**src/design/dldr_pkg.sv**
```systemverilog
// ----------------------------------------------------------------------------
// dldr_pkg - delay line Doppler rotator shared definitions
// Sizes, lane types, control bundle and the quarter-wave sine table.
// ----------------------------------------------------------------------------
package dldr_pkg;

   localparam int HIST_DEPTH = 65536;
   localparam int ANTENNAS   = 2;
   localparam int LANES_MAX  = 2;
   localparam int ADDR_W     = $clog2(HIST_DEPTH);
   localparam int CNT_W      = $clog2(HIST_DEPTH) + 1;
   localparam int SAMPLE_W   = 16;
   localparam int DELAY_W    = 20;
   localparam int PHASE_W    = 32;
   localparam int PROD_W     = 2 * SAMPLE_W;

   typedef struct packed {
      logic signed [SAMPLE_W-1:0] im;
      logic signed [SAMPLE_W-1:0] re;
   } dldr_iq_type;

   typedef struct packed {
      logic              accept;
      logic              advance;
      logic [ADDR_W-1:0] wr_addr;
      logic [ADDR_W-1:0] rd_addr;
      logic              bypass;
      logic              hit1;
   } dldr_ctrl_type;

   localparam logic [14:0] QUARTER_SINE [65] = '{
      15'd0,     15'd804,   15'd1608,  15'd2410,  15'd3212,  15'd4011,  15'd4808,
      15'd5602,  15'd6393,  15'd7179,  15'd7962,  15'd8739,  15'd9512,  15'd10278,
      15'd11039, 15'd11793, 15'd12539, 15'd13279, 15'd14010, 15'd14732, 15'd15446,
      15'd16151, 15'd16846, 15'd17530, 15'd18204, 15'd18868, 15'd19519, 15'd20159,
      15'd20787, 15'd21403, 15'd22005, 15'd22594, 15'd23170, 15'd23731, 15'd24279,
      15'd24811, 15'd25329, 15'd25832, 15'd26319, 15'd26790, 15'd27245, 15'd27683,
      15'd28105, 15'd28510, 15'd28898, 15'd29268, 15'd29621, 15'd29956, 15'd30273,
      15'd30571, 15'd30852, 15'd31113, 15'd31356, 15'd31580, 15'd31785, 15'd31971,
      15'd32137, 15'd32285, 15'd32412, 15'd32521, 15'd32609, 15'd32678, 15'd32728,
      15'd32757, 15'd32767
   };

   // sine of idx/256 turn, Q1.15
   function automatic logic signed [SAMPLE_W-1:0] table_sin(input logic [7:0] idx);
      logic [6:0]  r;
      logic [14:0] mag;
      r = {1'b0, idx[5:0]};
      if (idx[6]) begin
         mag = QUARTER_SINE[7'd64 - r];
      end else begin
         mag = QUARTER_SINE[r];
      end
      if (idx[7]) begin
         return -$signed({1'b0, mag});
      end
      return $signed({1'b0, mag});
   endfunction

endpackage

```
**src/design/dldr_if.sv**
```systemverilog


interface dldr_rsp_if;
   logic               valid;
   logic               ready;
   logic signed [15:0] out_re_ant0;
   logic signed [15:0] out_im_ant0;
   logic signed [15:0] out_re_ant1;
   logic signed [15:0] out_im_ant1;
   logic               history_hit;

   modport source (output valid, out_re_ant0, out_im_ant0, out_re_ant1,
                   out_im_ant1, history_hit, input ready);
   modport sink   (input valid, out_re_ant0, out_im_ant0, out_re_ant1,
                   out_im_ant1, history_hit, output ready);
endinterface

```
**src/design/dldr_merge.sv**
```systemverilog
// ----------------------------------------------------------------------------
// dldr_merge - result merge and output register
// Collects the lane results and the hit flag into one result beat.
// ----------------------------------------------------------------------------
module dldr_merge import dldr_pkg::*; (
   input  logic           clock,
   input  logic           reset,
   input  logic           valid2,
   input  logic           hit2,
   input  dldr_iq_type    lanes [LANES_MAX],
   output logic           advance,
   dldr_rsp_if.source     rsp_ch
);

   logic        valid_ff;
   logic        hit_ff;
   dldr_iq_type out_ff [LANES_MAX];

   assign advance = !valid_ff || rsp_ch.ready;

   always_ff @(posedge clock) begin
      if (reset) begin
         valid_ff <= 1'b0;
      end else if (advance) begin
         valid_ff <= valid2;
      end
   end

   always_ff @(posedge clock) begin
      if (advance) begin
         hit_ff <= hit2;
         out_ff <= lanes;
      end
   end

   assign rsp_ch.valid       = valid_ff;
   assign rsp_ch.history_hit = hit_ff;
   assign rsp_ch.out_re_ant0 = out_ff[0].re;
   assign rsp_ch.out_im_ant0 = out_ff[0].im;
   assign rsp_ch.out_re_ant1 = out_ff[1].re;
   assign rsp_ch.out_im_ant1 = out_ff[1].im;

endmodule

```
**src/flat_wrapper.sv**
```systemverilog
// flat-port wrapper written by rule: the top's interface ports become plain ports
module dldr_merge_flat import dldr_pkg::*;
  (clock, reset, valid2, hit2, lanes, advance, rsp_ch_valid, rsp_ch_out_re_ant0, rsp_ch_out_im_ant0, rsp_ch_out_re_ant1, rsp_ch_out_im_ant1, rsp_ch_history_hit, rsp_ch_ready);
  dldr_rsp_if rsp_ch_i ();
  input  logic clock;
  input  logic reset;
  input  logic valid2;
  input  logic hit2;
  input  dldr_iq_type lanes[LANES_MAX];
  output logic advance;
  output wire logic [$bits(rsp_ch_i.valid)-1:0] rsp_ch_valid;
  output wire logic [$bits(rsp_ch_i.out_re_ant0)-1:0] rsp_ch_out_re_ant0;
  output wire logic [$bits(rsp_ch_i.out_im_ant0)-1:0] rsp_ch_out_im_ant0;
  output wire logic [$bits(rsp_ch_i.out_re_ant1)-1:0] rsp_ch_out_re_ant1;
  output wire logic [$bits(rsp_ch_i.out_im_ant1)-1:0] rsp_ch_out_im_ant1;
  output wire logic [$bits(rsp_ch_i.history_hit)-1:0] rsp_ch_history_hit;
  input wire logic [$bits(rsp_ch_i.ready)-1:0] rsp_ch_ready;
  assign rsp_ch_valid = rsp_ch_i.valid;
  assign rsp_ch_out_re_ant0 = rsp_ch_i.out_re_ant0;
  assign rsp_ch_out_im_ant0 = rsp_ch_i.out_im_ant0;
  assign rsp_ch_out_re_ant1 = rsp_ch_i.out_re_ant1;
  assign rsp_ch_out_im_ant1 = rsp_ch_i.out_im_ant1;
  assign rsp_ch_history_hit = rsp_ch_i.history_hit;
  assign rsp_ch_i.ready = rsp_ch_ready;
  dldr_merge u_core (.clock(clock), .reset(reset), .valid2(valid2), .hit2(hit2), .lanes(lanes), .advance(advance), .rsp_ch(rsp_ch_i));
endmodule
```
**config.mk**
```make
export PLATFORM = sky130hd
export DESIGN_NAME = dldr_merge_flat
export DESIGN_NICKNAME = d
export VERILOG_FILES = /design/src/design/dldr_pkg.sv /design/src/design/dldr_if.sv /design/src/design/dldr_merge.sv /design/src/flat_wrapper.sv
export SDC_FILE = /design/constraint.sdc
export NUM_CORES = 1
export LEC_CHECK = 0
export BUFFER_PORTS_ARGS = -buffer_cell sky130_fd_sc_hd__buf_2
export CAP_MARGIN = 20
export CELL_PAD_IN_SITES_DETAIL_PLACEMENT = 2
export CELL_PAD_IN_SITES_GLOBAL_PLACEMENT = 2
export CORE_ASPECT_RATIO = 1.5
export CORE_UTILIZATION = 24
export CTS_CLUSTER_SIZE = 24
export DETAILED_ROUTE_END_ITERATION = 16
export HOLD_SLACK_MARGIN = 0.1
export PLACE_DENSITY = 0.74
export SLEW_MARGIN = 40
export SYNTH_ARGS = -nofsm -noshare
export SYNTH_HDL_FRONTEND = slang
export SYNTH_SLANG_ARGS = --single-unit
```
**constraint.sdc**
```tcl
create_clock -name clock -period 1.2 [get_ports clock]
set_input_delay 0.18 -clock clock [delete_from_list [all_inputs] [get_ports clock]]
set_output_delay 0.18 -clock clock [all_outputs]
set_load 0.02 [all_outputs]
```
Word-level counts from Yosys, hierarchy flattened
Cells that the tools add are included.
Storage, ports and cells
  register bits: 66
  input port bits: 69
  output and inout port bits: 67
  logic and storage cells: 8
Cells by class
  reduce and logical (&&, ||, !) cells: 2
Operator list (number)
  1-bit logical NOT: 1
  1-bit logical OR: 1

Depth between registers and ports, before layout
Gate-level depths: netlist (run 1).
  word-level depth: 2
  gate-level depth with buffers: 2
  depth with buffers taken out: 2

Least setup slack after synthesis (run 1)
Ideal clock, no wire load.
  kind: reg2reg
  start: reg u_core.valid_ff, in the netlist u_core.rsp_ch.valid
  end: reg u_core.hit_ff, in the netlist u_core.rsp_ch.history_hit, enable pin
  setup time: 0.380 ns
  data arrival time: 0.946 ns
  data required time: 0.820 ns
  path slack: -0.126 ns
  stages on the path, launching flop included: 2
  path buffers: 0
  clock period less this slack: 1.326 ns
  path through: dfxtp_1 nand2b_4
On the way
  cells in the longest elaborated chain, start to end: 2
RTL lines
  start: declaration: RTL line dldr_merge.sv:15  | logic valid_ff;
  start signal: assignment: RTL line dldr_merge.sv:25  | valid_ff <= valid2;
  1-bit logical NOT: RTL line dldr_merge.sv:19  | assign advance = !valid_ff || rsp_ch.ready;
  1-bit logical OR: RTL line dldr_merge.sv:19
  named net advance: RTL line flat_wrapper.sv:10  | output logic advance;
  end signal: assignment: RTL line dldr_merge.sv:31  | hit_ff <= hit2;
  end: declaration: RTL line dldr_merge.sv:16  | logic hit_ff;
The timed path passes the listed nets, and every way through them passes these cells.
A chain may end at the register's enable or synchronous reset.

Worst setup path in the final report (run 1)
  start: reg u_core.valid_ff, in the netlist u_core.rsp_ch.valid
  end: out advance
On the way
  cells in the longest elaborated chain, start to end: 2
RTL lines (RTL line)
  1-bit logical NOT: dldr_merge.sv:19
  1-bit logical OR: dldr_merge.sv:19
  end: declaration: flat_wrapper.sv:10
No other way between the ends.

==> results.json, run 1 <==
{
  "wire_per_inst_um": 17.2,
  "ys.flop_type": "edfxtp_1",
  "rows": 40,
  "max_freq_mhz": 898,
  "grt_overflow": 0,
  "coreArea_mm2": 0.00806,
  "slowest_delay_ns": 0.34,
  "ys_ff_latch": 66,
  "setup_tns_ns": 0,
  "dr.pass1.iters": 4,
  "whs_endpoint": "u_core.rsp_ch.out_re_ant1[3]",
  "setup_ws_ns": 0.0869,
  "grt_first_pass_wirelength_um": 10100,
  "hold_slack_ns": 0.332,
  "postSynthCellCount": 69,
  "htreeDepth": 3,
  "p_sw_w": 0.00132,
  "ys_warn_count": 0,
  "yosysUniqueCellTypes": 5,
  "syn_nets": 138,
  "crit_path_max_fanout": 7,
  "port_buffers": 135,
  "io_pins": 136,
  "synth_most_common_cell": "edfxtp_1",
  "relSlewSlack": 0.908,
  "power.internal_w": 0.00444,
  "fill_cells": 778,
  "start_util": 0.248,
  "drive_gt1_frac": 0.536,
  "skew_ns": 0.00379,
  "syn-mean-instance-area_um2": 29.0,
  "crit_type": "reg2out",
  "numCtsBuffers": 9,
  "hold_depth": 3,
  "drt-initial-drc-count": 79,
  "vias": 1525,
  "postSynth.asyncResetShare": 0,
  "start_kind": "flip-flop",
  "ys_top_cells_by_count": "edfxtp_1 (65), a21oi_2 (1), dfxtp_1 (1), inv_1 (1), nand2b_4 (1)",
  "grt_max_degree": 24,
  "p_sw_frac": 0.229,
  "fin_crit_sh": 0.928,
  "cap_violations": 0,
  "cts_root_buf": "clkbuf_16",
  "clkTransAtPathRegs_ns": 0.05,
  "grt_setup_unrepaired": "no",
  "irDropWorstVdd_uv": 829,
  "diodes": 0,
  "ant_nets": 0,
  "cp_cell_sequence": "nand2b_4 > buf_4",
  "synthToLayoutAreaGrowth_pct": 91.8,
  "r2r_cells": 3,
  "setup_viol": 0,
  "grtUsageMet2": 0.340,
  "ys_seq_area_frac": 0.987,
  "synth_area_mm2": 0.00200,
  "clock_path_buffers": 2,
  "p_per_area_mw_per_mm2": 1500,
  "pwr-share-seq": 0.479,
  "clkPwrFrac": 0.393,
  "p_leak_nw": 1.69,
  "grt_busiest_layer": "met2",
  "ys_top_cells_by_area": "edfxtp_1 (98%), dfxtp_1 (1.0%), nand2b_4 (0.69%), a21oi_2 (0.44%), inv_1 (0.19%)",
  "slew_violations": 0,
  "antenna_found_initial": 0,
  "status": "finished clean",
  "cp.arrival_ns": 0.93,
  "place_congestion": 0.723,
  "fp.dieW_um": 76.5,
  "yosysTopAreaCell": "edfxtp_1",
  "cts_tree": "built",
  "die_area_mm2": 0.00870,
  "tightest_slew_ns": 0.139,
  "r2r-end": "u_core.rsp_ch.out_re_ant1[10]",
  "min-delay-start": "rsp_ch_ready",
  "cts_num_sinks": 66,
  "grt_pass1_vias": 1756,
  "hold_viol": 0,
  "synth-edff-count": 65,
  "nNetsFinal": 359,
  "min_path_type": "in2reg",
  "drc": 0,
  "critPathCaptureType": "output pin",
  "min_period_ns": 1.11,
  "grtUsageMet1": 0.146,
  "r2r-start": "u_core.rsp_ch.valid",
  "fp.dieH_um": 114,
  "routed_via_density": 3.81,
  "p_comb_frac": 0.128,
  "synth_top_area_share": 0.977,
  "worstPathRequired_ns": 1.02,
  "gr-usage-all-layers": 0.166,
  "final_core_util": 0.476,
  "place_ws_ns": 0.205,
  "routed_wl_um": 6880,
  "clock_latency_ns": 0.32,
  "grtUsageMet3": 0.0336,
  "r2r_slack_ns": 0.14,
  "crit_path_top_delay_cell": "dfxtp_2"
}
sequential cells by signal, summed over array words and instances (netlist names):
register,flops
u_core.rsp_ch.history_hit,1
u_core.rsp_ch.out_re_ant1,16
u_core.rsp_ch.valid,1
u_core.rsp_ch.out_im_ant0,16
u_core.rsp_ch.out_re_ant0,16
u_core.rsp_ch.out_im_ant1,16
critical path, delay by kind of cell (launching register included):
kind	cells	cell delay, ns
buffers and inverters	1	0.17
flip-flops	1	0.34
AND/OR/NAND/NOR	1	0.10
stage by stage:
step                      instances  area, um2  power (W)
after CTS                       395       3790    0.00576
after floorplan                  69       2000    0.00304
after detailed placement        312       2870    0.00335
final                           400       3830    0.00576
after global placement          312       2870    0.00332
after global routing            400       3830    0.00596
metal layers:
metal  wire length (um)  vias to the layer above
li1                   -                      721
met1               2090                      724
met2               4350                       67
met3                295                       13
met4                150                        0
met5                  0                        -
what timing repair did:
item | 4_1_cts | 5_1_grt
buffers inserted | 0 | 5
hold buffers | 67 | 0
gates resized for setup | 1 | 0
setup endpoints to repair | 1 | 1
hold endpoints to repair | 66 | 0
pin swaps | 0 | 0
area by class of cell:
class | count | area [um2] | share of cell area
Multi-Input combinational cell | 2 | 22.5 | 0.00588
Inverter | 1 | 3.75 | 0.000979
Clock buffer | 12 | 236 | 0.0617
Timing Repair Buffer | 210 | 1450 | 0.377
Clock inverter | 4 | 18.8 | 0.00490
Tap cell | 105 | 131 | 0.0343
Sequential cell | 66 | 1970 | 0.515
cells in the final DEF (no fill, tap or decap):
cell	n
dfxtp_2	1
inv_1	1
buf_12	3
clkinv_1	1
clkinv_2	3
nand2b_4	1
buf_2	134
dlygate4sd3_1	67
clkbuf_16	9
clkbuf_1	3
a21oi_2	1
buf_4	6
edfxtp_1	65
kinds of logic (layout without fill, tap and decap cells):
kind of cell / Yosys count / in the layout / share of synthesized area
DFF: 66 / 66 / 0.987
buffers and inverters: 1 / 227 / 0.00188
AOI/OAI and AO/OA: 1 / 1 / 0.00438
and+or+nand+nor: 1 / 1 / 0.00689
power groups by stage:
stage / Combinational (W) / Sequential [W] / Clock, W
6_report: 0.000737 / 0.00276 / 0.00227
5_1_grt: 0.000779 / 0.00277 / 0.00241
4_1_cts: 0.000723 / 0.00276 / 0.00228
3_5_place_dp: 0.000548 / 0.00280 / 0
3_3_place_gp: 0.000529 / 0.00279 / 0
2_1_floorplan: 0.0000348 / 0.00301 / 0
worst max path at each step:
stage	slack, ns	from	cells after the start	end
after floorplan	-0.07	u_core.rsp_ch.valid	1	u_core.rsp_ch.history_hit
after global placement	0.23	u_core.rsp_ch.valid	2	u_core.rsp_ch.out_re_ant0[6]
after detailed placement	0.21	u_core.rsp_ch.valid	2	u_core.rsp_ch.out_re_ant0[7]
after CTS	0.02	u_core.rsp_ch.valid	2	advance
after global routing	0.04	u_core.rsp_ch.valid	2	advance
final	0.09	u_core.rsp_ch.valid	2	advance
No activity file was read; power rests on OpenSTA's default activity.
==> run 2: changes to the inputs <==
- RECOVER_POWER: default -> 50
==> run 2 against run 1 <==
- clock power barely moved
- setup slack gained 0.018 ns
- largest power group unchanged
- critical endpoint unchanged
- combinational power fell by 2%
==> results.json, run 2 (same netlist as run 1, synthesis figures left out) <==
{
  "status": "finished clean",
  "tightest_slew_ns": 0.296,
  "worst-path-stages": 2,
  "crit_path_max_fanout": 7,
  "clock_path_buffers": 2,
  "min_path_type": "in2reg",
  "diodes": 0,
  "clkTransAtPathRegs_ns": 0.05,
  "grt_setup_unrepaired": "no",
  "hold_slack_ns": 0.308,
  "coreArea_mm2": 0.00806,
  "r2r-start": "u_core.rsp_ch.valid",
  "drive_gt1_frac": 0.461,
  "ant_nets": 0,
  "cp.arrival_ns": 0.92,
  "grt_first_pass_wirelength_um": 10100,
  "place_ws_ns": 0.205,
  "slew_violations": 0,
  "antenna_found_initial": 0,
  "routed_via_density": 3.81,
  "nNetsFinal": 359,
  "irDropWorstVdd_uv": 832,
  "place_congestion": 0.723,
  "min_period_ns": 1.10,
  "synthToLayoutAreaGrowth_pct": 89.8,
  "fp.dieH_um": 114,
  "setup_ws_ns": 0.105,
  "grt_max_degree": 24,
  "start_kind": "flip-flop",
  "final_cell_mix": "buf_2 (112), dlygate4sd3_1 (67), edfxtp_1 (65), clkbuf_1 (25), clkbuf_16 (9)",
  "fp.dieW_um": 76.5,
  "r2r_cells": 2,
  "drc": 0,
  "rows": 40,
  "grt_overflow": 0,
  "cp_cell_sequence": "nand2b_4 > buf_4",
  "routed_wl_um": 6890,
  "cts_num_sinks": 66,
  "crit_type": "reg2out",
  "relSlewSlack": 0.803,
  "htreeDepth": 3,
  "vias": 1523,
  "gr-usage-all-layers": 0.166,
  "drt-initial-drc-count": 78,
  "critPathCaptureType": "output pin",
  "cts_tree": "built",
  "slowest_delay_ns": 0.34,
  "endpoint": "advance",
  "cap_violations": 0,
  "clock_latency_ns": 0.32,
  "start_util": 0.248,
  "layout_commonest_cell": "buf_2",
  "fin_crit_sh": 0.913,
  "port_buffers": 135,
  "cts_root_buf": "clkbuf_16",
  "dr.pass1.iters": 4,
  "crit_path_top_delay_cell": "dfxtp_2",
  "wire_per_inst_um": 17.2,
  "numCtsBuffers": 9,
  "critPathLaunch": "u_core.rsp_ch.valid",
  "die_area_mm2": 0.00870,
  "setup_viol": 0,
  "skew_ns": 0.00370,
  "worstPathRequired_ns": 1.02,
  "hold_viol": 0,
  "crit_family": "flip-flops",
  "io_pins": 136,
  "grt_pass1_vias": 1756,
  "path_buf_inv": 1,
  "r2r-end": "u_core.rsp_ch.out_im_ant1[1]",
  "p_leak_nw": 1.62,
  "r2r_slack_ns": 0.15,
  "p_per_area_mw_per_mm2": 1510,
  "max_freq_mhz": 913
}
-- run 2: cell types whose count changed in the layout (fill, tap and decap cells not counted), sizes merged --
cell    previous run  this run
buf              143       118
clkbuf            12        37
-- run 2: worst register-to-register path, delay by kind of cell, from the launching register on --
family,cells,cell delay (ns)
buffers and inverters,1,0.29
DFF,1,0.33
and+or+nand+nor,1,0.10
-- run 2: area by class of cell --
cell class | instances | area (um2)
Timing Repair Buffer | 210 | 1410
Tap cell | 105 | 131
Sequential cell | 66 | 1970
Multi-Input combinational cell | 2 | 22.5
Clock inverter | 4 | 18.8
Clock buffer | 12 | 236
Inverter | 1 | 3.75
Fill cell | 790 | 4270
-- run 2: per-stage QoR --
step	instances	utilization	setup TNS, ns	total power [W]	instance area [um2]
2_1_floorplan	69	-	-4.78	0.00304	2000
5_1_grt	400	0.471	0	0.00594	3790
3_5_place_dp	312	0.356	0	0.00335	2870
3_3_place_gp	312	0.356	0	0.00332	2870
6_report	400	0.471	0	0.00575	3790
4_1_cts	395	0.471	0	0.00576	3790
-- run 2: report_power, final --
| part | total [W] | internal [W] | switching (W) |
|---|---|---|---|
| sequential | 0.00276 | 0.00271 | 0.0000454 |
| clock | 0.00227 | 0.00138 | 0.000888 |
| combinational | 0.000720 | 0.000334 | 0.000386 |
-- run 2: routing by layer --
layer  share of wire  up-vias  global-route usage
met5               0        -                   0
met4           0.022        0              0.0897
met3           0.043       13              0.0336
met2            0.63       67               0.340
met1            0.30      722               0.146
li1                -      721                   -
-- run 2: timing repair --
item	CTS	global route
endpoints found under the setup margin	1	1
gates resized for setup	1	0
hold buffers	67	0
endpoints found under the hold margin	66	0
cloned	0	0
buffers inserted	0	5
-- run 2: worst min path at each step --
stage	to	start	slack [ns]	cells past startpoint
6_report	u_core.rsp_ch.out_re_ant1[3]	rsp_ch_ready	0.31	3
5_1_grt	u_core.rsp_ch.out_re_ant1[3]	rsp_ch_ready	0.34	3
4_1_cts	u_core.rsp_ch.out_im_ant0[3]	rsp_ch_ready	0.29	2
3_5_place_dp	u_core.rsp_ch.valid	reset	0.35	2
3_3_place_gp	u_core.rsp_ch.valid	reset	0.33	2
2_1_floorplan	u_core.rsp_ch.valid	reset	0.24	1
